==> src/design/qfa_pkg.sv <==
// shared types and constants for the q-format fixed-point alu
`timescale 1ns / 1ps
package qfa_pkg;
   localparam int DataWidth = 64;
   localparam int DefaultFracBits = 16;
   localparam int QueueDepth = 4;

   typedef enum logic [2:0] {
      OP_ADD = 3'd0,
      OP_SUB = 3'd1,
      OP_MUL = 3'd2,
      OP_DIV = 3'd3,
      OP_ABS = 3'd4,
      OP_LESS = 3'd5,
      OP_GREATER = 3'd6,
      OP_NONE = 3'd7
   } op_type;

   // classified word between front and back
   typedef struct packed {
      op_type op;
      logic [DataWidth-1:0] a;
      logic [DataWidth-1:0] b;
   } work_type;

   // result word
   typedef struct packed {
      logic [DataWidth-1:0] value;
      logic cmp;
      logic err;
   } rsp_type;
endpackage

==> src/design/qfa_front.sv <==
// front: accepts request words into a short queue
`timescale 1ns / 1ps
module qfa_front
   import qfa_pkg::*;
(
   input  logic clock,
   input  logic reset,
   input  logic in_valid,
   output logic in_ready,
   input  work_type in_word,
   output logic out_valid,
   input  logic out_ready,
   output work_type out_word
);
   localparam int AW = $clog2(QueueDepth);
   work_type mem_ff [QueueDepth];
   logic [AW-1:0] wr_ff, wr_in, rd_ff, rd_in;
   logic [AW:0] cnt_ff, cnt_in;
   logic push, pop;

   assign in_ready = (cnt_ff != (AW+1)'(QueueDepth));
   assign out_valid = (cnt_ff != '0);
   assign out_word = mem_ff[rd_ff];
   assign push = in_valid && in_ready;
   assign pop = out_valid && out_ready;

   // pointer and count update
   always_comb begin
      wr_in = push ? wr_ff + 1'b1 : wr_ff;
      rd_in = pop ? rd_ff + 1'b1 : rd_ff;
      cnt_in = cnt_ff + (AW+1)'(push) - (AW+1)'(pop);
   end

   always_ff @(posedge clock) begin
      if (reset) begin
         wr_ff <= '0;
         rd_ff <= '0;
         cnt_ff <= '0;
      end else begin
         wr_ff <= wr_in;
         rd_ff <= rd_in;
         cnt_ff <= cnt_in;
      end
   end

   // queue storage
   always_ff @(posedge clock) begin
      if (push) mem_ff[wr_ff] <= in_word;
   end
endmodule

==> config.mk <==
export PLATFORM = sky130hd
export DESIGN_NAME = qfa_front
export DESIGN_NICKNAME = d
export VERILOG_FILES = /design/src/design/qfa_pkg.sv /design/src/design/qfa_front.sv
export SDC_FILE = /design/constraint.sdc
export NUM_CORES = 1
export LEC_CHECK = 0
export BUFFER_PORTS_ARGS = -buffer_cell sky130_fd_sc_hd__clkbuf_2
export CAP_MARGIN = 20
export CORE_ASPECT_RATIO = 0.9
export CORE_MARGIN = 5
export CORE_UTILIZATION = 60
export DETAILED_ROUTE_END_ITERATION = 10
export GPL_TIMING_DRIVEN = 1
export PLACE_DENSITY = 0.89
export SLEW_MARGIN = 20
export SYNTH_ARGS = -nofsm -noshare
export SYNTH_HDL_FRONTEND = slang
export SYNTH_SLANG_ARGS = --single-unit
==> constraint.sdc <==
create_clock -name clock -period 13.6 [get_ports clock]
set_input_delay 1.36 -clock clock [delete_from_list [all_inputs] [get_ports clock]]
set_output_delay 1.36 -clock clock [all_outputs]
set_load 0.01 [all_outputs]
==> results of run 1 <==
-- Yosys cell counts --
library cell	instances	area, um2
edfxtp_1	524	15700
mux4_2	131	2950
buf_2	14	70.1
buf_8	10	150
dfxtp_1	9	180
nor2_1	8	30.0
ha_1	6	75.1
and2_1	5	31.3
inv_1	5	18.8
buf_4	3	22.5
clkbuf_1	3	11.3
nand2b_1	2	12.5
xor2_1	2	17.5
a21boi_1	1	7.51
buf_6	1	11.3
fa_1	1	20.0
mux2_2	1	11.3
mux2i_1	1	10.0
nand2_1	1	3.75
nor2b_1	1	6.26
nor3_1	1	5.00
o311ai_0	1	8.76
o31a_1	1	8.76
or3_1	1	6.26
xnor2_1	1	8.76
-- worst max-delay path by stage --
stage	cells after the start	endpoint	slack (ps)	from
2_1_floorplan	2	mem_ff[0][0]	8320	in_valid
5_1_grt	3	out_word[67]	8890	register
3_5_place_dp	5	mem_ff[3][102]	9540	in_valid
3_3_place_gp	3	out_word[80]	9570	register
4_1_cts	3	out_word[86]	8960	register
6_report	3	out_word[79]	9180	register
-- power by group through the flow --
stage | Sequential [mW] | Combinational [mW] | Clock [mW]
6_report | 2.10 | 0.946 | 1.26
5_1_grt | 2.12 | 1.02 | 1.36
4_1_cts | 2.11 | 0.968 | 1.28
3_5_place_dp | 2.14 | 0.962 | 0
3_3_place_gp | 2.12 | 0.942 | 0
2_1_floorplan | 2.10 | 0.672 | 0
-- cell families (layout without fill, tap and decap cells) --
family                     count (synthesis)  after routing  share of synthesized area (%)
other                                      0              1                              0
xor gates and xnor gates                   3              3                          0.135
DFF                                      533            533                           82.0
muxes                                    133            133                           15.3
and+or+nand+nor                           19             19                          0.490
AOI/OAI and AO/OA                          3              3                          0.129
adders and majority gates                  7              7                          0.490
buffers and inverters                     36            369                           1.46
-- sequential cells by signal, indices dropped and copies added, names as in the netlist, named ones only --
| name | cells |
|---|---|
| cnt_ff | 3 |
| mem_ff | 524 |
| rd_ff | 2 |
| wr_ff | 2 |
-- layout by cell type (no fill, tap or decap), types with 2 or more instances in the layout --
cell and instances:
and2_4 4, buf_4 9, bufinv_16 2, clkbuf_1 10, clkbuf_16 49, clkbuf_2 267, clkinv_1 10, clkinv_2 10
clkinvlp_4 5, dfxtp_1 7, dfxtp_4 2, edfxtp_1 524, ha_1 6, inv_1 5, mux4_2 131, nand2b_1 2
nor2_1 8, xor2_1 2
-- per-layer routing --
metal  wire length, um  up-vias
li1                  -     3764
met1             14400     4509
met2             18400      383
met3              3260       53
met4               772        0
met5                 0        -
-- worst max-delay path, delay by kind of cell, from the launching register on --
kind | cells | cell delay, ps
muxes | 1 | 440
buffers and inverters | 2 | 970
DFF | 1 | 980
-- cell type report --
class | count | area (um2)
clock buffers | 59 | 1260
clock inverters | 28 | 196
flip-flops and latches | 533 | 15900
repair buffers | 277 | 1420
well taps | 416 | 520
fillers | 1848 | 9400
multi-input cells | 165 | 3220
diodes | 1 | 2.50
inverters | 5 | 18.8
==> out/metrics.yaml, run 1 <==
setup_path:
  worstPathRequired_ps: 12240
  r2r_slack_ps: 10510
  crit_chain: "buf_4 -> mux4_2 -> clkbuf_2"
  critPathMaxFanout: 69
  endpoint_kind: "output port"
  reg2reg_to: "mem_ff[3][9]"
  startpoint_type: "register"
  reg2reg_depth: 5
  worst-setup-path-type: "reg -> out"
  critPathMaxStageDelay_ps: 980
  r2r_start: "cnt_ff[1]"
  cp_slowest_cell: "dfxtp_4"
  cp_data_arrival_time_ps: 3060
grt:
  antenna_found_initial: 1
  use_met3_pct: 4.77
  met1_usage_pct: 30.0
  gr-total-overflow: 0
  track_usage_pct: 20.7
  grt_most_used_layer: "met2"
  grt_max_degree: 72
  grt_pass1_wl_um: 56300
  grt_pass1_vias: 9357
  use_met2_pct: 32.8
yosys:
  yosysWarnings: 0
  synth_cell_type_count: 25
  yosysSeqAreaShare_pct: 82.0
  synth_area_um2: 19400
  syn_area_per_cell_um2: 26.4
  synthCells: 734
  syn_nets: 876
  ys_ff_latch: 533
place:
  pre_cts_slack_ps: 9540
  numPortBuffers: 267
  gp_congestion: 0.760
  dp_cells: 1396
  placed_cell_area_um2: 21100
  dp_hpwl_um: 22500
power_and_ir_drop:
  switchingPower_mw: 1.15
  p_int_mw: 3.15
  p_sw_share_pct: 26.7
  power.total_mw: 4.30
  power.leakage_nw: 7.58
  pwr-share-comb_pct: 22.0
  irDropWorstVdd_v: 0.000153
  pwr-share-clk_pct: 29.2
  p_per_area_nw_per_um2: 191
  p_seq_share_pct: 48.8
worst_hold_path:
  hp-class: "reg -> reg"
  min_to: "wr_ff[1]"
  worstHoldStart: "wr_ff[1]"
  hold_depth: 2
cells_and_area:
  drive_gt1_share_pct: 45.2
  fin_nets: 1172
  fin_util_pct: 70.6
  fin_area_um2: 22600
  fin_cells: 1484
  area_growth_pct: 16.2
route:
  drt_pass1_iterations: 4
  vias: 8709
  remaining_drc_errors: 0
  avgViaCountPerCell: 5.87
  drt_iter0_markers: 660
  wl_per_cell_um: 24.8
  drt.antenna.violating_nets: 0
  wirelength_um: 36800
sta:
  timing.final.crit_period_ps: 4420
  rsz0062_at_grt: "false"
  fin_ws_ps: 9180
  hold_viol: 0
  fin_hold_ws_ps: 524
  relSlewSlack_pct: 29.3
  setup_viol: 0
  fin_tns_setup_ps: 0
  finalClockSkew_ps: 10.6
  clock.fmax_mhz: 226
  worstMarginPinSlew_ps: 1060
  maxSlewViolCount: 0
  post-route-period-util_pct: 32.5
clock_tree:
  cts_resized: 0
  h-tree-depth: 2
  clkSinkCount: 533
  clkTransAtPathRegs_ps: 70
  post-cts-setup-buffers: 0
  clockBufferDepth: 3
  clock_latency_ps: 550
  tritoncts: "done"
  cts_hold_buf: 0
  cts-root-buf: "clkbuf_16"
  cts_inserted_buffers: 48
die:
  die_w_um: 200
  fp-row-count: 62
  dieArea_um2: 36100
  die_y_um: 181
  io_pins: 268
  core-area_um2: 32000
  start_util_pct: 60.7
status:
  outcome: "completed"
run:
  maxCapViolations: 0
No activity file was read; power rests on OpenSTA's default activity.
==> run 2: changes to the inputs <==
CORE_UTILIZATION = 51   (was 60)
PLACE_DENSITY = 0.81   (was 0.89)
clock period = 3.75 ns   (was 13.6 ns; I/O delays follow)
==> out/metrics.yaml, run 2 (synthesized netlist as in run 1, its figures left out) <==
sta:
  maxSlewViolCount: 0  # unchanged
  hold_viol: 0  # unchanged
  relSlewSlack_pct: 49.6  # +20 points
  worstMarginPinSlew_ps: 756  # -304 ps
  rsz0062_at_grt: "false"
  fin_hold_ws_ps: 32.0  # -492 ps
  finalClockSkew_ps: 15.2  # +4.59 ps
  fin_tns_setup_ps: 0  # unchanged
  setup_viol: 0  # unchanged
  timing.final.crit_period_ps: 2860
  clock.fmax_mhz: 350
  post-route-period-util_pct: 76.2
setup_path:
  startpoint_type: "register"
  worstPathRequired_ps: 3380  # -8860 ps
  r2r_slack_ps: 1010  # -9500 ps
  worst-setup-path-type: "reg -> out"
  r2r_start: "cnt_ff[1]"
  critPathMaxFanout: 33  # -52%
  crit_path_end: "out_word[8]"
  reg2reg_depth: 11  # +6
  reg2reg_to: "cnt_ff[2]"
  endpoint_kind: "output port"
  cp_data_arrival_time_ps: 2480  # -580 ps
clock_tree:
  clkTransAtPathRegs_ps: 60  # about the same
  cts_inserted_buffers: 51  # +6.3%
  tritoncts: "done"
  clockBufferDepth: 3  # unchanged
  clkSinkCount: 533  # unchanged
  cts-root-buf: "clkbuf_16"
  h-tree-depth: 2  # unchanged
  cts_resized: 0  # unchanged
  clock_latency_ps: 570  # +20 ps
  post-cts-setup-buffers: 0  # unchanged
cells_and_area:
  fin_nets: 1279  # +9.1%
  drive_gt1_share_pct: 41.6  # -3.6 points
  largest_register_ffs: 524  # unchanged
  layout_commonest_cell: "edfxtp_1"
  top_register: "mem_ff"
  area_growth_pct: 23.2
  most-common-layout-cells: "524 x edfxtp_1, 267 x clkbuf_2, 131 x mux4_2"
  largestRegisters: "mem_ff (524), cnt_ff (3)"
  fin_util_pct: 64.0  # -6.6 points
route:
  drt_iter0_markers: 721  # +9.2%
  wl_met3_um: 3520  # +7.8%
  vias: 9208  # +5.7%
  drt.antenna.violating_nets: 0  # unchanged
  avgViaCountPerCell: 5.55  # -5.4%
  drt_pass1_iterations: 5  # +1
  routed.top_layer: "met5"
  wirelength_um: 39200  # +6.6%
  dr_wl_met2_um: 19400  # +5.7%
  wl_met1_um: 15400  # +6.9%
  remaining_drc_errors: 0  # unchanged
  wl_per_cell_um: 23.7  # -4.6%
run:
  maxCapViolations: 0  # unchanged
die:
  start_util_pct: 51.9  # -8.8 points
  die_w_um: 216  # +8.0%
  fp-row-count: 67  # +8.1%
  dieArea_um2: 42100  # +17%
  die_y_um: 195  # +8.0%
  core-area_um2: 37400  # +17%
  io_pins: 268  # unchanged
grt:
  grt_pass1_wl_um: 60700  # +7.8%
  antenna_found_initial: 3  # +2
  track_usage_pct: 18.8  # -1.9 points
  gr-total-overflow: 0  # unchanged
  grt_pass1_vias: 10100  # +8.0%
  grt_max_degree: 76  # +5.6%
power_and_ir_drop:
  irDropWorstVdd_v: 0.000599  # +290%
  power.leakage_nw: 8.10  # +7.0%
  p_per_area_nw_per_um2: 675  # +250%
worst_hold_path:
  hp-class: "in -> reg"
  worstHoldStart: "in_word[53]"
place:
  numPortBuffers: 267  # unchanged
  dp_hpwl_um: 22900  # +1.8%
  gp_congestion: 0.743  # -2.1%
status:
  outcome: "completed"
-- run 2: worst min-delay path by stage --
| stage | endpoint | slack (ps) | depth (start not counted) |
|---|---|---|---|
| 3_3_place_gp | register | 510 | 2 |
| 3_5_place_dp | wr_ff[1] | 520 | 2 |
| 6_report | mem_ff[0][53] | 30 | 1 |
| 5_1_grt | mem_ff[0][49] | 2 | 1 |
| 4_1_cts | mem_ff[0][72] | 0.06 | 1 |
| 2_1_floorplan | mem_ff[0][0] | 470 | 0 |
-- run 2: per-layer routing --
layer	global-route usage, %	vias up
met1	25.6	4784
met2	30.4	380
li1	-	3979
met4	5.19	2
met5	0	-
met3	5.34	63
-- run 2: repair_timing --
| action | CTS | global route |
|---|---|---|
| hold endpoints to repair | 358 | 0 |
| hold buffers | 92 | 0 |
| setup endpoints to repair | 0 | 0 |
-- run 2: report_power, final --
part           internal (mW)  total [mW]  switching [mW]
clock network           2.76        4.80            2.04
logic                   1.79        3.74            1.95
registers               7.30        7.59           0.297
total                   11.8        16.1            4.30
-- run 2: metrics by stage --
| step | total power [mW] | cell area (um2) | setup slack (ps) | std cells |
|---|---|---|---|---|
| 6_report | 16.1 | 23900 | 891 | 1658 |
| 5_1_grt | 16.9 | 23900 | 725 | 1658 |
| 4_1_cts | 16.3 | 23900 | 806 | 1656 |
| 2_1_floorplan | 10.0 | 19400 | 780 | 734 |
| 3_5_place_dp | 11.4 | 21400 | 1160 | 1475 |
| 3_3_place_gp | 11.3 | 21400 | 1280 | 1475 |
-- run 2: layout make-up --
| type | instances | area [um2] |
|---|---|---|
| Antenna cell | 2 | 5.00 |
| Tap cell | 483 | 604 |
| Sequential cell | 533 | 15900 |
| Timing Repair Buffer | 381 | 2580 |
| Clock inverter | 26 | 188 |
| Fill cell | 2414 | 13500 |
| Clock buffer | 63 | 1360 |
| Inverter | 5 | 18.8 |
| Multi-Input combinational cell | 165 | 3220 |
-- run 2: critical path: stages, from the launching register on --
cell	delay, ps
dfxtp_4	820
buf_4	350
mux4_2	560
clkbuf_2	160
